<file path="src/hw/rtl/ftfp_pkg.sv">
package ftfp_pkg;

	localparam int FRAME_BYTES_DEF = 64;
	localparam int HDR_BYTES       = 3;
	localparam int META_HDR_BYTES  = 7;
	localparam int COUNT_W         = 22;
	localparam int IDX_W_MAX       = 8;
	localparam int CMD_DEPTH       = 2;
	localparam int OUT_DEPTH       = 4;

	// frame types carried in the low two header bits
	localparam logic [1:0] TYPE_META = 2'd0;
	localparam logic [1:0] TYPE_FULL = 2'd1;
	localparam logic [1:0] TYPE_PART = 2'd2;

	// commands from the front end to the frame engine
	localparam logic [2:0] OP_NAME  = 3'd0;
	localparam logic [2:0] OP_CHUNK = 3'd1;
	localparam logic [2:0] OP_FULL  = 3'd2;
	localparam logic [2:0] OP_PART  = 3'd3;
	localparam logic [2:0] OP_META  = 3'd4;

	typedef struct packed {
		logic       req_type;
		logic [7:0] data_byte;
	} in_item_t;

	typedef struct packed {
		logic [7:0] frame_byte;
		logic       frame_last;
	} out_item_t;

	typedef struct packed {
		logic [2:0]           op;
		logic [IDX_W_MAX-1:0] idx;   // store index, or name length for OP_META
		logic [7:0]           data;
		logic [COUNT_W-1:0]   count;
		logic [31:0]          size;
	} cmd_t;

endpackage

</file>
<file path="src/hw/rtl/ftfp_fifo.sv">
module ftfp_fifo #(
	parameter int W     = 8,
	parameter int DEPTH = 2
) (
	input  logic                         clk,
	input  logic                         arst_n,
	input  logic                         wr_en,
	input  logic [W-1:0]                 wr_data,
	input  logic                         rd_en,
	output logic [W-1:0]                 rd_data,
	output logic                         empty,
	output logic [$clog2(DEPTH+1)-1:0]   count
);

	localparam int PTR_W = (DEPTH > 1) ? $clog2(DEPTH) : 1;
	localparam int CNT_W = $clog2(DEPTH+1);

	logic [W-1:0]     mem_q [DEPTH];
	logic [PTR_W-1:0] wr_ptr_q, rd_ptr_q;
	logic [CNT_W-1:0] count_q;
	logic             do_wr, do_rd, full;

	assign do_wr   = wr_en && !full;
	assign do_rd   = rd_en && !empty;
	assign empty   = (count_q == '0);
	assign full    = (count_q == CNT_W'(DEPTH));
	assign count   = count_q;
	assign rd_data = mem_q[rd_ptr_q];

	always_ff @(posedge clk) begin
		if (do_wr) begin
			mem_q[wr_ptr_q] <= wr_data;
		end
	end

	always_ff @(posedge clk or negedge arst_n) begin
		if (!arst_n) begin
			wr_ptr_q <= '0;
			rd_ptr_q <= '0;
			count_q  <= '0;
		end else begin
			if (do_wr) begin
				wr_ptr_q <= (wr_ptr_q == PTR_W'(DEPTH-1)) ? '0 : wr_ptr_q + 1'b1;
			end
			if (do_rd) begin
				rd_ptr_q <= (rd_ptr_q == PTR_W'(DEPTH-1)) ? '0 : rd_ptr_q + 1'b1;
			end
			if (do_wr && !do_rd) begin
				count_q <= count_q + 1'b1;
			end else if (do_rd && !do_wr) begin
				count_q <= count_q - 1'b1;
			end
		end
	end

endmodule

</file>
<file path="src/hw/rtl/ftfp_front.sv">
module ftfp_front import ftfp_pkg::*; #(
	parameter int FRAME_BYTES = FRAME_BYTES_DEF
) (
	input  logic     clk,
	input  logic     arst_n,
	input  logic     in_valid,
	input  in_item_t in_data,
	input  logic [31:0] size_limit,
	output logic     cmd_push,
	output cmd_t     cmd
);

	localparam int CHUNK_BYTES = FRAME_BYTES - HDR_BYTES;
	localparam int NAME_BYTES  = FRAME_BYTES - META_HDR_BYTES;
	localparam int CF_W        = $clog2(CHUNK_BYTES + 1);
	localparam int NF_W        = $clog2(NAME_BYTES + 1);

	logic [CF_W-1:0]    chunk_fill_q, chunk_fill_d, fill_base, fill_inc;
	logic [NF_W-1:0]    name_fill_q, name_fill_d;
	logic [31:0]        bytes_taken_q, bytes_taken_d, taken_inc;
	logic [COUNT_W-1:0] msg_count_q, msg_count_d;

	assign fill_base = (chunk_fill_q >= CF_W'(CHUNK_BYTES)) ? '0 : chunk_fill_q;
	assign fill_inc  = fill_base + 1'b1;
	assign taken_inc = bytes_taken_q + 32'd1;

	always_comb begin
		cmd_push      = 1'b0;
		cmd           = '0;
		cmd.data      = in_data.data_byte;
		cmd.count     = msg_count_q;
		cmd.size      = size_limit;
		chunk_fill_d  = chunk_fill_q;
		name_fill_d   = name_fill_q;
		bytes_taken_d = bytes_taken_q;
		msg_count_d   = msg_count_q;
		if (in_valid) begin
			if (!in_data.req_type) begin
				if (in_data.data_byte != 8'd0) begin
					// name bytes past the frame's room are dropped
					if (name_fill_q < NF_W'(NAME_BYTES)) begin
						cmd_push    = 1'b1;
						cmd.op      = OP_NAME;
						cmd.idx     = IDX_W_MAX'(name_fill_q);
						name_fill_d = name_fill_q + 1'b1;
					end
				end else begin
					cmd_push      = 1'b1;
					cmd.op        = OP_META;
					cmd.idx       = IDX_W_MAX'(name_fill_q);
					cmd.count     = '0;   // metadata frame always carries counter 0
					name_fill_d   = '0;
					chunk_fill_d  = '0;
					bytes_taken_d = '0;
					msg_count_d   = COUNT_W'(1);
				end
			end else if (bytes_taken_q < size_limit) begin
				cmd_push      = 1'b1;
				cmd.idx       = IDX_W_MAX'(fill_base);
				bytes_taken_d = taken_inc;
				if (fill_inc == CF_W'(CHUNK_BYTES)) begin
					cmd.op       = OP_FULL;
					chunk_fill_d = '0;
					msg_count_d  = msg_count_q + 1'b1;
				end else if (taken_inc == size_limit) begin
					cmd.op       = OP_PART;
					chunk_fill_d = '0;
					msg_count_d  = msg_count_q + 1'b1;
				end else begin
					cmd.op       = OP_CHUNK;
					chunk_fill_d = fill_inc;
				end
			end
		end
	end

	always_ff @(posedge clk or negedge arst_n) begin
		if (!arst_n) begin
			chunk_fill_q  <= '0;
			name_fill_q   <= '0;
			bytes_taken_q <= '0;
			msg_count_q   <= COUNT_W'(1);
		end else begin
			chunk_fill_q  <= chunk_fill_d;
			name_fill_q   <= name_fill_d;
			bytes_taken_q <= bytes_taken_d;
			msg_count_q   <= msg_count_d;
		end
	end

endmodule

</file>
<file path="src/hw/rtl/ftfp_back.sv">
module ftfp_back import ftfp_pkg::*; #(
	parameter int FRAME_BYTES = FRAME_BYTES_DEF
) (
	input  logic      clk,
	input  logic      arst_n,
	input  cmd_t      cmd,
	input  logic      cmd_empty,
	output logic      cmd_pop,
	output logic      empty,
	input  logic      pop,
	output out_item_t out_data
);

	localparam int CHUNK_BYTES = FRAME_BYTES - HDR_BYTES;
	localparam int NAME_BYTES  = FRAME_BYTES - META_HDR_BYTES;
	localparam int CA_W        = $clog2(CHUNK_BYTES);
	localparam int NA_W        = $clog2(NAME_BYTES);
	localparam int POS_W       = $clog2(FRAME_BYTES);
	localparam int OC_W        = $clog2(OUT_DEPTH + 1);

	localparam logic ST_IDLE = 1'b0;
	localparam logic ST_EMIT = 1'b1;

	localparam logic [1:0] SRC_CONST = 2'd0;
	localparam logic [1:0] SRC_CHUNK = 2'd1;
	localparam logic [1:0] SRC_NAME  = 2'd2;

	logic [7:0] chunk_mem [CHUNK_BYTES];
	logic [7:0] name_mem  [NAME_BYTES];

	logic                 state_q;
	logic [POS_W-1:0]     pos_q;
	logic [1:0]           ftype_q;
	logic [COUNT_W-1:0]   count_q;
	logic [31:0]          size_q;
	logic [IDX_W_MAX-1:0] len_q;

	logic                 v_s1;
	logic [1:0]           src_s1;
	logic [7:0]           const_s1;
	logic                 last_s1;
	logic [7:0]           chunk_rd_q, name_rd_q;

	logic                 ob_push;
	logic [OC_W-1:0]      ob_count;
	out_item_t            ob_data;

	logic                 room, issue;
	logic [8:0]           p9, rel3, rel4, rel7, len9;
	logic [23:0]          hdr;
	logic [1:0]           src_d;
	logic [7:0]           const_d;
	logic [CA_W-1:0]      chunk_raddr;
	logic [NA_W-1:0]      name_raddr;
	logic                 chunk_we, name_we;

	assign cmd_pop  = (state_q == ST_IDLE) && !cmd_empty;
	assign chunk_we = cmd_pop && (cmd.op inside {OP_CHUNK, OP_FULL, OP_PART});
	assign name_we  = cmd_pop && (cmd.op == OP_NAME);

	// one byte in flight between issue and the output queue
	assign room  = ({1'b0, ob_count} + (OC_W+1)'(v_s1)) < (OC_W+1)'(OUT_DEPTH);
	assign issue = (state_q == ST_EMIT) && room;

	assign p9   = 9'(pos_q);
	assign rel3 = p9 - 9'd3;
	assign rel4 = p9 - 9'd4;
	assign rel7 = p9 - 9'd7;
	assign len9 = 9'(len_q);
	assign hdr  = {count_q, ftype_q};

	always_comb begin
		src_d       = SRC_CONST;
		const_d     = 8'd0;
		chunk_raddr = rel3[CA_W-1:0];
		name_raddr  = rel7[NA_W-1:0];
		if (p9 < 9'(HDR_BYTES)) begin
			case (pos_q[1:0])
				2'd0:    const_d = hdr[7:0];
				2'd1:    const_d = hdr[15:8];
				default: const_d = hdr[23:16];
			endcase
		end else begin
			case (ftype_q)
				TYPE_META: begin
					if (p9 < 9'(META_HDR_BYTES)) begin
						case (rel3[1:0])
							2'd0:    const_d = size_q[7:0];
							2'd1:    const_d = size_q[15:8];
							2'd2:    const_d = size_q[23:16];
							default: const_d = size_q[31:24];
						endcase
					end else if (rel7 < len9) begin
						src_d = SRC_NAME;
					end
				end
				TYPE_FULL: begin
					src_d = SRC_CHUNK;
				end
				default: begin
					chunk_raddr = rel4[CA_W-1:0];
					if (p9 == 9'(HDR_BYTES)) begin
						const_d = len_q;
					end else if (rel4 < len9) begin
						src_d = SRC_CHUNK;
					end
				end
			endcase
		end
	end

	always_ff @(posedge clk) begin
		if (chunk_we) begin
			chunk_mem[cmd.idx[CA_W-1:0]] <= cmd.data;
		end
		chunk_rd_q <= chunk_mem[chunk_raddr];
	end

	always_ff @(posedge clk) begin
		if (name_we) begin
			name_mem[cmd.idx[NA_W-1:0]] <= cmd.data;
		end
		name_rd_q <= name_mem[name_raddr];
	end

	always_ff @(posedge clk) begin
		src_s1   <= src_d;
		const_s1 <= const_d;
		last_s1  <= (pos_q == POS_W'(FRAME_BYTES-1));
		if (cmd_pop) begin
			count_q <= cmd.count;
			size_q  <= cmd.size;
			case (cmd.op)
				OP_META: begin
					ftype_q <= TYPE_META;
					len_q   <= cmd.idx;
				end
				OP_FULL: begin
					ftype_q <= TYPE_FULL;
					len_q   <= cmd.idx + 1'b1;
				end
				default: begin
					ftype_q <= TYPE_PART;
					len_q   <= cmd.idx + 1'b1;
				end
			endcase
		end
	end

	always_ff @(posedge clk or negedge arst_n) begin
		if (!arst_n) begin
			state_q <= ST_IDLE;
			pos_q   <= '0;
			v_s1    <= 1'b0;
		end else begin
			v_s1 <= issue;
			case (state_q)
				ST_IDLE: begin
					pos_q <= '0;
					if (cmd_pop && (cmd.op inside {OP_FULL, OP_PART, OP_META})) begin
						state_q <= ST_EMIT;
					end
				end
				default: begin
					if (issue) begin
						pos_q <= pos_q + 1'b1;
						if (pos_q == POS_W'(FRAME_BYTES-1)) begin
							state_q <= ST_IDLE;
						end
					end
				end
			endcase
		end
	end

	always_comb begin
		ob_data.frame_last = last_s1;
		case (src_s1)
			SRC_CHUNK: ob_data.frame_byte = chunk_rd_q;
			SRC_NAME:  ob_data.frame_byte = name_rd_q;
			default:   ob_data.frame_byte = const_s1;
		endcase
	end

	// issue leaves a slot for the beat in flight, so the push never meets a full queue
	assign ob_push = v_s1;

	ftfp_fifo #(
		.W     ($bits(out_item_t)),
		.DEPTH (OUT_DEPTH)
	) u_out_q (
		.clk     (clk),
		.arst_n  (arst_n),
		.wr_en   (ob_push),
		.wr_data (ob_data),
		.rd_en   (pop),
		.rd_data (out_data),
		.empty   (empty),
		.count   (ob_count)
	);

endmodule

</file>
<file path="src/hw/rtl/file_transfer_frame_packer.sv">
// A frame's first beat passes the command queue, the frame engine's state register and its
// issue register on its way to the result queue. Throughput: one input beat per cycle while
// the 2-deep command queue has room. The frame engine pops one command at a time and takes
// none while it sends a frame; the rate is bounded by the frame engine and result stalls.
// Reset (arst_n low, asynchronous): queues empty, counters cleared, message counter 1,
// size limit 0. The byte stores are not cleared and need no clearing pass.
module file_transfer_frame_packer import ftfp_pkg::*; #(
	parameter int FRAME_BYTES = FRAME_BYTES_DEF
) (
	input  logic        clk,
	input  logic        arst_n,
	// input beats
	input  logic        push,
	output logic        full,
	input  in_item_t    in_data,
	// result beats
	output logic        empty,
	input  logic        pop,
	output out_item_t   out_data,
	// register port
	input  logic        psel,
	input  logic        penable,
	input  logic        pwrite,
	input  logic [2:0]  paddr,
	input  logic [31:0] pwdata,
	output logic [31:0] prdata,
	output logic        pready
);

	localparam int CQ_W = $clog2(CMD_DEPTH + 1);

	// Register map: size limit at byte addresses 0 to 3; addresses 4 to 7 read zero and ignore writes.
	logic [31:0] size_limit_q;
	logic        reg_wr;

	assign pready = 1'b1;
	assign reg_wr = psel && penable && pwrite && pready && (paddr[2] == 1'b0);
	assign prdata = (paddr[2] == 1'b0) ? size_limit_q : 32'd0;

	always_ff @(posedge clk or negedge arst_n) begin
		if (!arst_n) begin
			size_limit_q <= 32'd0;
		end else if (reg_wr) begin
			size_limit_q <= pwdata;
		end
	end

	// Front end: counts name and content bytes, drops what falls outside the file, and turns
	// each kept beat into one command (store, store and send a frame, or send the metadata frame).
	logic            in_valid;
	logic            cmd_push, cmd_full, cmd_empty, cmd_pop;
	logic [CQ_W-1:0] cmd_count;
	cmd_t            cmd_wr, cmd_rd;

	assign in_valid = push && !full;
	assign cmd_full = (cmd_count == CQ_W'(CMD_DEPTH));
	assign full     = cmd_full;

	ftfp_front #(
		.FRAME_BYTES (FRAME_BYTES)
	) u_front (
		.clk        (clk),
		.arst_n     (arst_n),
		.in_valid   (in_valid),
		.in_data    (in_data),
		.size_limit (size_limit_q),
		.cmd_push   (cmd_push),
		.cmd        (cmd_wr)
	);

	// Command queue: lets the front keep taking beats while a frame is serialised.
	ftfp_fifo #(
		.W     ($bits(cmd_t)),
		.DEPTH (CMD_DEPTH)
	) u_cmd_q (
		.clk     (clk),
		.arst_n  (arst_n),
		.wr_en   (cmd_push),
		.wr_data (cmd_wr),
		.rd_en   (cmd_pop),
		.rd_data (cmd_rd),
		.empty   (cmd_empty),
		.count   (cmd_count)
	);

	// Frame engine: owns the chunk and name stores, writes them in command order and
	// walks a frame one byte a cycle, while its result queue has room, into its own result queue.
	ftfp_back #(
		.FRAME_BYTES (FRAME_BYTES)
	) u_back (
		.clk       (clk),
		.arst_n    (arst_n),
		.cmd       (cmd_rd),
		.cmd_empty (cmd_empty),
		.cmd_pop   (cmd_pop),
		.empty     (empty),
		.pop       (pop),
		.out_data  (out_data)
	);

endmodule
</file>
<file path="config.mk">
export PLATFORM = sky130hd
export DESIGN_NAME = file_transfer_frame_packer
export DESIGN_NICKNAME = d
export VERILOG_FILES = /design/src/hw/rtl/ftfp_pkg.sv /design/src/hw/rtl/ftfp_fifo.sv /design/src/hw/rtl/ftfp_front.sv /design/src/hw/rtl/ftfp_back.sv /design/src/hw/rtl/file_transfer_frame_packer.sv
export SDC_FILE = /design/constraint.sdc
export NUM_CORES = 2
export LEC_CHECK = 0
export BUFFER_PORTS_ARGS = -buffer_cell sky130_fd_sc_hd__buf_2
export CORE_UTILIZATION = 28
export DETAILED_ROUTE_END_ITERATION = 16
export HOLD_SLACK_MARGIN = 0.03
export PLACE_DENSITY_LB_ADDON = 0.25
export SLEW_MARGIN = 20
export SYNTH_ARGS = -nofsm -noshare
export SYNTH_HDL_FRONTEND = slang
export SYNTH_SLANG_ARGS = --single-unit
</file>
<file path="constraint.sdc">
create_clock -name clk -period 17.05 [get_ports clk]
set_input_delay 0.8525 -clock clk [delete_from_list [all_inputs] [get_ports clk]]
set_output_delay 0.8525 -clock clk [all_outputs]
set_load 0.05 [all_outputs]
</file>
==> flow_summary.yaml <==
outcome:
  status: "complete, no violations"
place:
  dp_slack_ns: 11.31
  gp_congestion: 0.831
  numPortBuffers: 91
  hpwl_mm: 91.8
route:
  ant_nets: 0
  wl_per_cell_um: 22.0
  drcViolationCount: 0
  drt_iter0_markers: 2683
  vias_per_cell: 4.82
  dr.pass1.iters: 8
  wirelength_mm: 147
  vias: 32245
clocking:
  cts-hold-fix-buffers: 0
  cts_resized: 0
  tritoncts: "yes"
  cts_buffers: 150
  h-tree-depth: 4
  clk_latency_ns: 0.80
  cts_setup_buffers: 0
  cts_buffer_depth: 3
  cts_root_buf: "clkbuf_16"
  clk_pin_slew_ns: 0.06
  cts.sinks: 1329
timing:
  fin_crit_sh_pct: 33.3
  clock_skew_ns: 0.0332
  max_freq_mhz: 176
  slew_viol_final: 0
  rsz0062_at_grt: "false"
  hold_ws_ns: 0.137
  worst_pin_slew_ns: 1.07
  setup_tns_ns: 0
  slew_headroom_pct: 28.3
  setup_slack_ns: 11.38
  hold_violations: 0
  finalCriticalPeriod_ns: 5.67
  setup_viol: 0
power:
  p_seq_share_pct: 38.2
  power.switching_mw: 4.36
  internal-power_mw: 7.25
  p_comb_share_pct: 34.6
  p_per_area_mw_per_mm2: 183
  swShare_pct: 37.6
  p_clk_share_pct: 27.2
  power_leakage_nw: 21.5
  ir_worst_vdd_uv: 138
synth:
  synth_edf_count: 1185
  synth_most_common_cell: "edfxtp_1"
  yosysTopAreaCell: "edfxtp_1"
  async_flop_share_pct: 8.80
  synth_nets: 3969
  ys_ff_latch: 1329
  ys_types: 89
  yosysWarnings: 0
  avgSynthCellArea_um2: 14.4
  syn_area_mm2: 0.0554
  synth_area_leaders: "edfxtp_1 (64%), dfrtp_1 (5.2%), mux4_2 (4.9%), nand2_1 (4.2%), mux2_2 (2.1%)"
  yosys-top-cells-count: "edfxtp_1 (1185), nand2_1 (624), nor2_1 (295)"
  ys.flop_type: "edfxtp_1"
  synth.top_cell.area_share_pct: 64.2
  syn_inst: 3848
  yosysSeqAreaShare_pct: 70.5
finish:
  drive_gt1_share_pct: 15.6
  nets: 4059
  area_growth_syn_to_layout_pct: 14.8
  nFillCells: 19365
setup_path:
  end_kind: "flop"
  cp-start-kind: "flop"
  critPathMaxFanout: 56
  crit_required_ns: 17.75
  arrival_ns: 6.37
  critPathKind: "flop to flop"
floorplan:
  initial_core_util_pct: 28.3
  ioPinCount: 95
  core_mm2: 0.196
  rows: 162
  die_width_um: 447
  die_h_um: 447
  die_area_mm2: 0.200
global_routing:
  grt_max_degree: 85
  grt_pass1_vias: 32072
  grt_pass1_wl_mm: 218
  antenna_found_initial: 3
  grt.total_usage_pct: 14.7
  grt_overflow: 0
job:
  cap_violations: 0
worst_hold_path:
  hold_path.class: "input pin to asynchronous set/reset pin"
==> power by group through the flow <==
stage	logic [mW]	registers, mW	clock network, mW
2_1_floorplan	2.61	4.38	0
4_1_cts	4.10	4.45	3.24
6_report	4.02	4.44	3.16
5_1_grt	4.37	4.47	3.36
3_3_place_gp	4.06	4.50	0
3_5_place_dp	4.08	4.51	0
==> cell families after synthesis <==
family	Yosys count	synth area share (%)
xor+xnor	79	1.27
simple gates	1361	10.9
other cells	1	0.00677
fa+ha+maj	70	1.59
compound gates	445	5.60
buf+inv	285	2.17
mux	278	7.99
flops	1329	70.5
==> layer usage <==
layer,vias up,GRT usage (%),wire length (um)
met5,-,0,10
met4,2,4.73,3780
met3,196,2.12,5730
met2,717,24.2,71400
met1,16573,19.8,66200
li1,14757,-,-
==> worst max-delay path, cell delays in order (launching register included) <==
cell	delay (ns)
dfrtp_4	0.75
ha_1	0.49
or4b_1	0.75
and2_1	0.39
mux2_4	0.51
buf_4	0.62
buf_4	0.64
mux2i_1	0.16
a32oi_1	0.32
nand4_1	0.16
o21ai_0	0.25
o21ai_0	0.23
a32oi_1	0.21
==> layout make-up <==
class	instances	area, um2	share of cell area [%]
tap	2624	3280	5.16
antenna	1	2.50	0.00393
clock buffer	191	3980	6.26
timing repair buffer	146	875	1.38
clock inverter	84	815	1.28
multi-input combinational	2234	15300	24.0
inverter	77	289	0.454
sequential	1329	39100	61.4
==> sequential cells by signal (all words and copies together), names as in the netlist, 3 cells and up <==
| signal | cells |
|---|---|
| u_back.chunk_rd_q | 8 |
| u_cmd_q.mem_q | 142 |
| u_back.len_q | 7 |
| u_back.name_rd_q | 8 |
| u_front.bytes_taken_q | 32 |
| u_back.pos_q | 6 |
| u_back.name_mem | 456 |
| u_front.chunk_fill_q | 6 |
| u_back.u_out_q.mem_q | 36 |
| size_limit_q | 32 |
| u_back.size_q | 32 |
| u_back.const_s1 | 8 |
| u_front.msg_count_q | 22 |
| u_back.u_out_q.count | 3 |
| u_back.chunk_mem | 488 |
| u_back.count_q | 22 |
| u_front.name_fill_q | 6 |
==> placed cells by master (no fill, tap or decap), types with 73 or more instances in the layout <==
cell type	count
dfrtp_1	114
nand3_1	218
mux4_2	121
nor2_1	292
clkbuf_16	151
buf_2	90
mux2_2	96
nand2_1	624
o21ai_0	110
edfxtp_1	1185
inv_1	73
==> metrics by stage <==
stage                     total power, mW  util [%]  cells  instance area, um2
after global placement               8.56      30.0   6410               58800
after CTS                            11.8      32.5   6685               63600
after global routing                 12.2      32.5   6686               63600
after detailed placement             8.60      30.0   6410               58800
after floorplan                      7.00         -   3848               55400
final                                11.6      32.5   6686               63600
==> worst paths after layout <==
path,start,endpoint,slack [ns],cells past startpoint
setup reg to reg,u_back.pos_q[0],u_back.chunk_rd_q[1],11.38,12
min in group clk,in_data[3],u_cmd_q.mem_q[0][57],0.28,1
hold / removal,arst_n,size_limit_q[29],0.14,1
hold reg to reg,u_back.last_s1,u_back.u_out_q.mem_q[3][0],0.48,0
max in group asynchronous,arst_n,u_back.u_out_q.rd_ptr_q[1],15.75,2
setup / recovery,u_back.pos_q[0],u_back.chunk_rd_q[1],11.38,12
No activity file was read; power rests on OpenSTA's default activity.
